<file path="src/rtl/core/glbr_pkg.sv">
package glbr_pkg;

    localparam int LINE_WIDTH  = 160;
    localparam int LINE_ROWS   = 16;
    localparam int GLYPH_COUNT = 256;
    localparam int GLYPH_W     = 8;
    localparam int GLYPH_H     = 16;

    localparam int LINE_DEPTH   = LINE_WIDTH * LINE_ROWS;
    localparam int LINE_ADDR_W  = $clog2(LINE_DEPTH);
    localparam int COL_W        = $clog2(LINE_WIDTH);
    localparam int ROW_W        = (LINE_ROWS > 1) ? $clog2(LINE_ROWS) : 1;
    localparam int GLYPH_DEPTH  = GLYPH_COUNT * GLYPH_H;
    localparam int GLYPH_ADDR_W = $clog2(GLYPH_DEPTH);
    localparam int GLYPH_ROWS   = (LINE_ROWS < GLYPH_H) ? LINE_ROWS : GLYPH_H;

    localparam logic [15:0] BAR_SCALE_RESET = 16'd48485;
    localparam int          BAR_DIVISOR     = 1000000;
    localparam int          BAR_LEN_W       = $clog2(LINE_WIDTH + 1);
    localparam logic [31:0] BAR_SAT         = 32'(LINE_WIDTH * BAR_DIVISOR);

    // 1000000 = 64 * 15625: drop six bits, then multiply by ceil(2^36 / 15625)
    // below saturation the product is under 2^28, so 22 bits remain
    localparam int          BAR_PRE_SHIFT   = 6;
    localparam int          BAR_DIV_IN_W    = 22;
    localparam int          BAR_RECIP_W     = 23;
    localparam logic [22:0] BAR_RECIP       = 23'd4398047;
    localparam int          BAR_RECIP_SHIFT = 36;
    localparam int          BAR_PROD_W      = BAR_DIV_IN_W + BAR_RECIP_W;

    localparam int Q_DEPTH = 2;
    localparam int Q_PTR_W = 1;

    typedef enum logic [2:0] {
        ACT_FILL  = 3'd0,
        ACT_GLYPH = 3'd1,
        ACT_BAR   = 3'd2,
        ACT_LOAD  = 3'd3,
        ACT_READ  = 3'd4
    } t_action;

    typedef enum logic [2:0] {
        F_IDLE,
        F_MUL,
        F_SAT,
        F_DIV,
        F_PUSH
    } t_front_state;

    typedef enum logic [2:0] {
        B_CLEAR,
        B_IDLE,
        B_FILL,
        B_GREAD,
        B_GPIX,
        B_BAR,
        B_RREAD,
        B_DONE
    } t_back_state;

    typedef struct packed {
        t_action                action;
        logic                   reject;
        logic [BAR_LEN_W-1:0]   bar_len;
        logic [7:0]             char_code;
        logic [7:0]             start_x;
        logic [15:0]            fg_color;
        logic [15:0]            bg_color;
        logic [3:0]             glyph_row;
        logic [7:0]             glyph_bits;
        logic [3:0]             read_row;
        logic [7:0]             read_column;
    } t_entry;

    typedef struct packed {
        logic full;
        logic valid;
    } t_q_stat;

endpackage

</file>
<file path="src/rtl/core/glbr_queue.sv">
module glbr_queue import glbr_pkg::*; (
    input  logic    i_clk,
    input  logic    i_rst_n,
    input  logic    i_push,
    input  t_entry  i_data,
    input  logic    i_pop,
    output t_entry  o_data,
    output t_q_stat o_stat
);

    t_entry             r_mem [Q_DEPTH];
    logic [Q_PTR_W-1:0] r_wptr;
    logic [Q_PTR_W-1:0] r_rptr;
    logic [Q_PTR_W:0]   r_count;

    assign o_data       = r_mem[r_rptr];
    assign o_stat.full  = (32'(r_count) == Q_DEPTH);
    assign o_stat.valid = (r_count != '0);

    always_ff @(posedge i_clk) begin
        if (!i_rst_n) begin
            r_wptr  <= '0;
            r_rptr  <= '0;
            r_count <= '0;
        end else begin
            if (i_push) begin
                r_wptr <= r_wptr + 1'b1;
            end
            if (i_pop) begin
                r_rptr <= r_rptr + 1'b1;
            end
            case ({i_push, i_pop})
                2'b10:   r_count <= r_count + 1'b1;
                2'b01:   r_count <= r_count - 1'b1;
                default: ;
            endcase
        end
    end

    always_ff @(posedge i_clk) begin
        if (i_push) begin
            r_mem[r_wptr] <= i_data;
        end
    end

endmodule

</file>
<file path="config.mk">
export PLATFORM = sky130hd
export DESIGN_NAME = glbr_queue
export DESIGN_NICKNAME = d
export VERILOG_FILES = /design/src/rtl/core/glbr_pkg.sv /design/src/rtl/core/glbr_queue.sv
export SDC_FILE = /design/constraint.sdc
export NUM_CORES = 1
export LEC_CHECK = 0
export ABC_AREA = 1
export BUFFER_PORTS_ARGS = -buffer_cell sky130_fd_sc_hd__buf_2
export CORE_ASPECT_RATIO = 2
export CORE_MARGIN = 5
export CORE_UTILIZATION = 49
export CTS_BUF_LIST = sky130_fd_sc_hd__clkbuf_4 sky130_fd_sc_hd__clkbuf_8
export DETAILED_ROUTE_END_ITERATION = 8
export GPL_ROUTABILITY_DRIVEN = 1
export PLACE_DENSITY = 0.79
export RECOVER_POWER = 100
export SLEW_MARGIN = 40
export SYNTH_ARGS = -nofsm -noshare
export SYNTH_HDL_FRONTEND = slang
export SYNTH_SLANG_ARGS = --single-unit
</file>
<file path="constraint.sdc">
create_clock -name i_clk -period 4.5 [get_ports i_clk]
set_input_delay 0.675 -clock i_clk [delete_from_list [all_inputs] [get_ports i_clk]]
set_output_delay 0.675 -clock i_clk [all_outputs]
set_load 0.02 [all_outputs]
</file>
==> summary.txt <==
Timing
  • Min cycle time layout: 3313 ps
  • Hold Violations, Final: 0
  • FMAX: roughly 300 MHz
  • WHS: 430.9 ps
  • Setup_tns: 0 ps
  • Worst-Margin Slew: about 2300 ps
  • Skew final: ~9.6 ps
  • Final period util: between 70% and 80%
  • Final Setup Violations: 0
  • Unrepaired setup endpoints after global routing: false
  • Slew Limit Fails: 110
  • Max-slew headroom at the worst pin: -53.07%
  • Final setup margin: around 1200 ps

Critical path
  • Crit path depth: 3
  • Kind of critical path: reg -> out
  • Setup crit end kind: output pin
  • Worst path cell trace: clkbuf_1 > mux2_1 > buf_2
  • Reg-to-Reg Start: r_wptr
  • R2R setup slack: about 1400 ps
  • Bufs and invs on worst path: 2
  • R2r worst-path depth: 2
  • CP arrival: 2640 ps
  • Worst Path Required: ~3800 ps
  • Setup crit end: o_data[56]
  • RR Endpoint: r_mem[0][19]
  • Critical path peak fanout: 46
  • Max stage delay on crit path: about 850 ps
  • CP top delay family: buffers and inverters
  • Worst Setup Start Kind: flop
  • CP max-delay cell: clkbuf_1

CTS
  • CTS tree: done
  • Post-CTS resize count: 0
  • Reg clk slew, reported paths: about 90 ps
  • Sink Count: 173
  • Hold-fix buffers, CTS: 0
  • Clock Path Buffers: 2
  • Clk_lat worst skew: approximately 430 ps
  • H-tree depth: 4
  • Root buf cell: clkbuf_8
  • CTS Buf Count: 17
  • Post-CTS Setup Inserts: 0

Route
  • Via count: around 3300
  • Routed len/inst: around 19 um
  • Detail-routed via count per cell: between 5 and 6
  • Post-route ant nets: 0
  • Pre-antenna DRT Iters: 5
  • Residual DRC: 0
  • Initial DRC Count: 142
  • Final WL: 12240 um

Outcome
  • Status: finished, violations left
  • Failing checks: capacitance limit, slew limit

Placement
  • GPL Wtd Cong: ~0.75
  • IO Port Bufs: between 150 and 200
  • DP HPWL: between 8000 and 9000 um
  • Post-placement cell area: 7552 sq um
  • Placed insts: 617
  • Post-Place Setup Slack: 1976 ps

Job
  • Max cap viols: 3

Global route
  • GRT overflow: 0
  • Largest net degree at the start of global routing: 56
  • Global-route wire length before repair: around 18000 um
  • Number of global-route vias before repair: around 3600
  • Initial antenna violation count: 4
  • Overall routing resource usage: between 15 and 20%

Floorplanning
  • Die area: around 16000 sq um
  • Cell Rows: a little under 60
  • # IOs: about 170
  • Core area: approximately 13000 sq um
  • Die H: about 170 um
  • Initial Util: between 40 and 50%
  • Die Wd: between 90 and 100 um

Final layout
  • Layout cells sized above 1: a little under a third
  • Final #Nets: about 570
  • Cell Count, Final, Fillers Out: 652
  • Layout area overhead: 16.78%
  • Final Core Density: 58.37%
  • Final Cell Area: between 7000 and 8000 sq um

Power
  • Power Dens Cells: roughly 430 nW/um^2
  • Power, Total: 3.270 mW
  • Worst vdd ir: 0.2713 mV
  • Pleak: approximately 2.7 nW

Synth
  • Post-Synthesis Cells: slightly below 300
  • Synthesized flop and latch total: 173
  • Syn Std Cell Area: approximately 6500 sq um
  • Ys Warns: 0
  • Sequential fraction of the synthesis area: 78.77%
  • Avg Cell Area, Syn: 22.07 sq um
  • Count of different cell masters after synthesis: 13
  • Synth Net Count: around 390

Min path
  • Hold Path Class: in -> reg
cell type report:
cell class | count | area (sq um)
fillers | 1036 | 5439
flip-flops and latches | 173 | 5149
multi-input cells | 108 | 1072
repair buffers | 178 | 788.3
clock buffers | 22 | 290.3
well taps | 152 | 190.2
clock inverters | 10 | 102.6
inverters | 6 | 27.53
diodes | 3 | 7.507
layer usage:
layer	share of wire [%]	routed length, um	track usage (%)
met5	0.11	13	0
met3	6.6	810	5.343
met1	33	3999	14.45
met2	57	6977	28.40
met4	3.6	436	8.186
Yosys cell counts (all sizes together):
library cell / instances / share of area (%)
a21oi: 1 / 0.077
buf: 9 / 1.4
dfxtp: 5 / 1.5
edfxtp: 168 / 77
ha: 1 / 0.19
inv: 6 / 0.34
mux2: 84 / 18
nand2: 9 / 0.52
nand4: 1 / 0.096
nor2: 11 / 0.63
o21ai: 1 / 0.077
kinds of logic after synthesis:
group / Yosys count / share of synthesized area, %
AOI/OAI and AO/OA: 2 / 0.1531
adders and majority gates: 1 / 0.1915
buffers and inverters: 15 / 1.705
DFF: 173 / 78.77
muxes: 84 / 17.93
and+or+nand+nor: 21 / 1.245
flip-flops by register name (all words and copies together) (netlist names), named ones only:
name,cells
r_mem,168
r_rptr,1
r_wptr,1
r_count,2
power breakdown:
part           switching (mW)  internal [mW]
Clock                   0.528          0.503
Combinational           0.221          0.123
Sequential             0.0310           1.86
worst reg2reg max path, delay by kind of cell (launching register included):
| family | cells | cell delay [ps] |
|---|---|---|
| flops | 1 | 340 |
| buf+inv | 1 | 1690 |
| simple gates | 1 | 570 |
placed cells by master (no fill, tap or decap), drive strengths merged:
cell type | synthesis | routed
nand4 | 1 | 1
o21ai | 1 | 1
bufinv | 0 | 1
ha | 1 | 1
clkbuf | 0 | 106
diode | 0 | 3
clkinv | 0 | 4
dfxtp | 5 | 5
a21oi | 1 | 1
nor2 | 11 | 11
clkinvlp | 0 | 2
mux2 | 84 | 84
edfxtp | 168 | 168
inv | 6 | 9
nand2 | 9 | 9
buf | 9 | 94
how the worst min path moves through the flow:
stage                     cells after the start  slack (ps)  startpoint            to
after floorplan                               2         460      r_rptr          flop
after global placement                        2         480      r_rptr        r_rptr
after detailed placement                      2         480      r_rptr          flop
after CTS                                     1         390   i_data[9]   r_mem[0][9]
after global routing                          1         380  i_data[68]  r_mem[1][68]
final                                         1         430   i_data[1]   r_mem[0][1]
Power figures use the tool's default switching activity.
