===== src/rtl/core/glbr_pkg.sv =====
package glbr_pkg;

    localparam int LINE_WIDTH  = 160;
    localparam int LINE_ROWS   = 16;
    localparam int GLYPH_COUNT = 256;
    localparam int GLYPH_W     = 8;
    localparam int GLYPH_H     = 16;

    localparam int LINE_DEPTH   = LINE_WIDTH * LINE_ROWS;
    localparam int LINE_ADDR_W  = $clog2(LINE_DEPTH);
    localparam int COL_W        = $clog2(LINE_WIDTH);
    localparam int ROW_W        = (LINE_ROWS > 1) ? $clog2(LINE_ROWS) : 1;
    localparam int GLYPH_DEPTH  = GLYPH_COUNT * GLYPH_H;
    localparam int GLYPH_ADDR_W = $clog2(GLYPH_DEPTH);
    localparam int GLYPH_ROWS   = (LINE_ROWS < GLYPH_H) ? LINE_ROWS : GLYPH_H;

    localparam logic [15:0] BAR_SCALE_RESET = 16'd48485;
    localparam int          BAR_DIVISOR     = 1000000;
    localparam int          BAR_LEN_W       = $clog2(LINE_WIDTH + 1);
    localparam logic [31:0] BAR_SAT         = 32'(LINE_WIDTH * BAR_DIVISOR);

    // 1000000 = 64 * 15625: drop six bits, then multiply by ceil(2^36 / 15625)
    // below saturation the product is under 2^28, so 22 bits remain
    localparam int          BAR_PRE_SHIFT   = 6;
    localparam int          BAR_DIV_IN_W    = 22;
    localparam int          BAR_RECIP_W     = 23;
    localparam logic [22:0] BAR_RECIP       = 23'd4398047;
    localparam int          BAR_RECIP_SHIFT = 36;
    localparam int          BAR_PROD_W      = BAR_DIV_IN_W + BAR_RECIP_W;

    localparam int Q_DEPTH = 2;
    localparam int Q_PTR_W = 1;

    typedef enum logic [2:0] {
        ACT_FILL  = 3'd0,
        ACT_GLYPH = 3'd1,
        ACT_BAR   = 3'd2,
        ACT_LOAD  = 3'd3,
        ACT_READ  = 3'd4
    } t_action;

    typedef enum logic [2:0] {
        F_IDLE,
        F_MUL,
        F_SAT,
        F_DIV,
        F_PUSH
    } t_front_state;

    typedef enum logic [2:0] {
        B_CLEAR,
        B_IDLE,
        B_FILL,
        B_GREAD,
        B_GPIX,
        B_BAR,
        B_RREAD,
        B_DONE
    } t_back_state;

    typedef struct packed {
        t_action                action;
        logic                   reject;
        logic [BAR_LEN_W-1:0]   bar_len;
        logic [7:0]             char_code;
        logic [7:0]             start_x;
        logic [15:0]            fg_color;
        logic [15:0]            bg_color;
        logic [3:0]             glyph_row;
        logic [7:0]             glyph_bits;
        logic [3:0]             read_row;
        logic [7:0]             read_column;
    } t_entry;

    typedef struct packed {
        logic full;
        logic valid;
    } t_q_stat;

endpackage


===== src/rtl/core/glbr_front.sv =====
module glbr_front import glbr_pkg::*; (
    input  logic        i_clk,
    input  logic        i_rst_n,
    input  logic        i_cfg_wr_en,
    input  logic [15:0] i_cfg_wr_data,
    input  logic        i_clearing,
    input  logic        i_in_valid,
    output logic        o_in_ready,
    input  logic [2:0]  i_action,
    input  logic [7:0]  i_char_code,
    input  logic [7:0]  i_start_x,
    input  logic [15:0] i_fg_color,
    input  logic [15:0] i_bg_color,
    input  logic [15:0] i_bar_value,
    input  logic [3:0]  i_glyph_row,
    input  logic [7:0]  i_glyph_bits,
    input  logic [3:0]  i_read_row,
    input  logic [7:0]  i_read_column,
    input  t_q_stat     i_q_stat,
    output logic        o_q_push,
    output t_entry      o_q_data
);

    t_front_state r_state, n_state;
    logic [15:0]  r_bar_scale;
    logic [15:0]  r_value;
    logic [31:0]  r_rem;
    t_entry       r_ent;
    logic         accept;
    logic [BAR_DIV_IN_W-1:0] div_in;
    logic [BAR_PROD_W-1:0]   div_prod;

    assign accept   = i_in_valid && o_in_ready;
    assign div_in   = r_rem[BAR_PRE_SHIFT +: BAR_DIV_IN_W];
    assign div_prod = BAR_PROD_W'(div_in) * BAR_PROD_W'(BAR_RECIP);

    always_comb begin
        n_state = r_state;
        unique case (r_state)
            F_IDLE: begin
                if (accept) begin
                    n_state = (t_action'(i_action) == ACT_BAR) ? F_MUL : F_PUSH;
                end
            end
            F_MUL:  n_state = F_SAT;
            F_SAT:  n_state = (r_rem >= BAR_SAT) ? F_PUSH : F_DIV;
            F_DIV:  n_state = F_PUSH;
            F_PUSH: begin
                if (!i_q_stat.full) begin
                    n_state = F_IDLE;
                end
            end
            default: n_state = F_IDLE;
        endcase
    end

    always_comb begin
        o_in_ready = 1'b0;
        o_q_push   = 1'b0;
        unique case (r_state)
            F_IDLE: o_in_ready = !i_clearing;
            F_PUSH: o_q_push   = !i_q_stat.full;
            default: ;
        endcase
    end

    assign o_q_data = r_ent;

    always_ff @(posedge i_clk) begin
        if (!i_rst_n) begin
            r_state     <= F_IDLE;
            r_bar_scale <= BAR_SCALE_RESET;
        end else begin
            r_state <= n_state;
            if (i_cfg_wr_en) begin
                r_bar_scale <= i_cfg_wr_data;
            end
        end
    end

    always_ff @(posedge i_clk) begin
        if (accept) begin
            r_ent.action      <= t_action'(i_action);
            r_ent.reject      <= (32'(i_start_x) + GLYPH_W) > LINE_WIDTH;
            r_ent.bar_len     <= '0;
            r_ent.char_code   <= i_char_code;
            r_ent.start_x     <= i_start_x;
            r_ent.fg_color    <= i_fg_color;
            r_ent.bg_color    <= i_bg_color;
            r_ent.glyph_row   <= i_glyph_row;
            r_ent.glyph_bits  <= i_glyph_bits;
            r_ent.read_row    <= i_read_row;
            r_ent.read_column <= i_read_column;
            r_value           <= i_bar_value;
        end
        unique case (r_state)
            F_MUL: r_rem <= r_value * r_bar_scale;
            F_SAT: begin
                if (r_rem >= BAR_SAT) begin
                    r_ent.bar_len <= BAR_LEN_W'(LINE_WIDTH);
                end
            end
            // quotient by reciprocal multiplication
            F_DIV: r_ent.bar_len <= BAR_LEN_W'(div_prod >> BAR_RECIP_SHIFT);
            default: ;
        endcase
    end

endmodule


===== config.mk =====
export PLATFORM = sky130hd
export DESIGN_NAME = glbr_front
export DESIGN_NICKNAME = d
export VERILOG_FILES = /design/src/rtl/core/glbr_pkg.sv /design/src/rtl/core/glbr_front.sv
export SDC_FILE = /design/constraint.sdc
export NUM_CORES = 1
export LEC_CHECK = 0
export BUFFER_PORTS_ARGS = -buffer_cell sky130_fd_sc_hd__clkbuf_2
export CAP_MARGIN = 10
export CORE_ASPECT_RATIO = 1.25
export CORE_UTILIZATION = 43
export DETAILED_ROUTE_END_ITERATION = 7
export SYNTH_ARGS = -nofsm -noshare
export SYNTH_HDL_FRONTEND = slang
export SYNTH_SLANG_ARGS = --single-unit

===== constraint.sdc =====
create_clock -name i_clk -period 13.6 [get_ports i_clk]
set_input_delay 2.04 -clock i_clk [delete_from_list [all_inputs] [get_ports i_clk]]
set_output_delay 2.04 -clock i_clk [all_outputs]
set_load 0.01 [all_outputs]

==> summary.txt <==
Floorplan
  • Die Area: 50390 um^2
  • Core Region: 48530 um^2
  • Die W: 201.0 um
  • Rows: 90
  • Initial Utilization: 43.84%
  • Die Ht: 250.7 um
  • Ports: 200

STA
  • Pins over their slew limit: 0
  • Peak Freq: 145.6 MHz
  • Endpoints failing hold: 0
  • Final Critical Period: 6866 ps
  • RSZ-0062 raised after global routing: false
  • Worst-margin pin slew: 964.1 ps
  • Clk_skew: 16.25 ps
  • Part of the cycle the worst path needs: 50.49%
  • Setup TNS: 0 ps
  • Final setup viols: 0
  • Slew HR: 35.64%

Finish
  • Commonest non-fill, non-tap cell in the layout: inv_1
  • Diodes inserted: 0
  • Fraction of layout cells with a size suffix above 1: 11.67%
  • Area of the multi-input gates: about 15000 um^2
  • Filler cells: 4469
  • Storage cell area: 4264 um^2
  • Leading cell types in the layout, fill and taps excluded: inv_1, fa_1, ha_1
  • Final #Nets: 2993
  • Area delta synth->final: 10.84%

Logic synthesis
  • Asr flop ratio synth: 0%
  • Seq cells post-synth: 151
  • Cell Area, Synth: 21280 um^2
  • Predominant post-synthesis flop cell: edfxtp_1
  • Syn_nets: 2813
  • Ys Warns: 0
  • Post-synth EDFFs: 124
  • Syn Inst Count: 2010
  • Syn Area/Cell: between 10 and 15 um^2
  • Leading area contributor after synthesis: fa_1
  • Sequential area share after synthesis: 20.04%
  • Top cells by area, synth: fa_1, ha_1, edfxtp_1
  • Cell variety after synth: 68
  • Top-area cell type share of the netlist area: 34.90%

CTS
  • Worst-skew pair later-pin latency: about 450 ps
  • CTS tree: yes
  • Longest Clk Path Bufs: 2
  • Root buf cell: clkbuf_16
  • CTS sink cnt: 151
  • Num CTS Buffers: 17
  • Post-CTS Setup Inserts: 0
  • # H-tree levels: 4
  • Post-CTS sizing: 0
  • Hold-fix buffers at CTS: 0
  • Clock transition at path regs: 70 ps

Global route
  • Largest net degree at the start of global routing: 71
  • Global-route wire length before repair: 77.21 mm
  • GRT Resource Usage Total: between 10% and 20%
  • GR Overflow Total: 0
  • Vias in the first global route: about 15k
  • Initial antenna violation count: 0

Route
  • ANT nets after route: 0
  • DR pass1 iterations: 4
  • DR WL/cell: between 15 and 20 um
  • DRT iter0 DRCs: 568
  • Routed wire length: approximately 48 mm
  • Vias per cell: 4.953
  • DRC viols: 0
  • Vias: 14.10k

Placement
  • Final HPWL DP: around 40 mm
  • Gpl congestion: 0.9448
  • I/O Buffers: 198

Critical path
  • Most frequent CP cell: fa_1
  • Worst Reg-to-Reg Cells: 21
  • CP Cell Sequence: fa_1, inv_1, fa_1, fa_1, inv_1, ha_1, fa_1, fa_1, inv_1, fa_1, inv_1, ha_1, a21oi_1, a21oi_1, a211oi_1, nor4_1, a221oi_2, o21ai_0, a211oi_1, nor3_1, a21o_1
  • FF-to-FF setup slack: 6730 ps
  • Critical R2R Launch: r_rem[13]$_DFFE_PP_
  • CP Capture Type: register
  • Largest stage delay, worst path: 760 ps
  • CP required: 13940 ps
  • Critical path data arrival time: 7210 ps
  • Startpoint Class: register
  • Worst path slowest cell: fa_1
  • WS Path Type: register to register
  • Critical R2R Capture: o_q_data[74]$_DFF_P_
  • Critical path fanouts, max: 7

Hold path
  • Min-Delay Path Depth: 1
  • Hold Path Sink: o_q_data[74]$_DFF_P_
  • Hold Startpoint: o_q_data[74]$_DFF_P_
  • Hold WC Path Type: register to register

Outcome
  • Status: finished, final reports clean

Run
  • Max-cap violations: 0
-- flip-flops by register name, indices dropped and copies added, names as in the netlist --
register and count:
o_q_data 84, r_rem 32, r_state 3, r_bar_scale 16, r_value 16
-- cell type report --
cell class / count / area share (%)
clock inverters: 15 / 0.8700
clock buffers: 17 / 1.804
well taps: 644 / 3.416
repair buffers: 203 / 4.361
inverters: 526 / 8.377
flip-flops and latches: 151 / 18.08
multi-input cells: 1291 / 63.09
-- synthesized netlist by cell type (8+ instances only) --
cell type and count:
and2_1 104, nand2_1 197, inv_1 526, nor2b_1 8
nand3_1 16, o21ai_0 16, edfxtp_1 124, fa_1 371
xnor2_1 24, a21oi_1 45, nor3_1 16, ha_1 318
dfxtp_1 27, nor2_1 21, a21o_1 17, mux2i_1 17
clkbuf_1 40, xor2_1 15
-- worst max path at each step --
stage / startpoint / end / slack (ps) / depth (start not counted)
final: r_rem[13]$_DFFE_PP_ / o_q_data[74]$_DFF_P_ / 6730 / 21
after global routing: r_rem[13]$_DFFE_PP_ / o_q_data[74]$_DFF_P_ / 6300 / 19
after CTS: r_rem[13]$_DFFE_PP_ / o_q_data[74]$_DFF_P_ / 6640 / 21
after detailed placement: r_rem[13]$_DFFE_PP_ / o_q_data[77]$_DFF_P_ / 6650 / 21
after global placement: r_rem[10]$_DFFE_PP_ / o_q_data[74]$_DFF_P_ / 6690 / 21
after floorplan: r_rem[19]$_DFFE_PP_ / o_q_data[74]$_DFF_P_ / 7460 / 21
-- routing by layer --
layer,track usage (%),up-vias,routed length (um)
met5,0,-,0
met3,2.407,67,1660
met2,37.38,297,26000
met1,22.38,7133,18560
li1,-,6603,-
met4,6.412,0,1283
-- through the flow --
stage | hold slack (ps) | instances | setup slack, ps | util [%] | instance area [um^2]
CTS | 463.8 | 2847 | 6643 | 48.60 | 23590
global route | 493.6 | 2847 | 6299 | 48.60 | 23590
global placement | 440.5 | 2815 | 6688 | 47.30 | 22950
detailed placement | 446.7 | 2815 | 6649 | 47.30 | 22950
floorplan | 492.5 | 2010 | 7459 | - | 21280
finish | 458.1 | 2847 | 6734 | 48.60 | 23590
-- critical path: cells and delay by family (launching register included) --
| family | cells | cell delay [ps] |
|---|---|---|
| buffers and inverters | 4 | 270 |
| adder cells (fa/ha/maj) | 8 | 3940 |
| AND/OR/NAND/NOR | 2 | 170 |
| AO/OA/AOI/OAI | 7 | 1800 |
| flip-flops | 1 | 580 |
-- cell families after synthesis --
| group | synth area share (%) |
|---|---|
| adder cells (fa/ha/maj) | 53.60 |
| buffers and inverters | 10.05 |
| AND/OR/NAND/NOR | 9.273 |
| flip-flops | 20.04 |
| AO/OA/AOI/OAI | 4.628 |
| XOR/XNOR | 1.605 |
| multiplexers | 0.7997 |
Power is left out: the tool's default activity adds up to more than one toggle a clock period on the data nets, which glitch-free logic cannot reach.
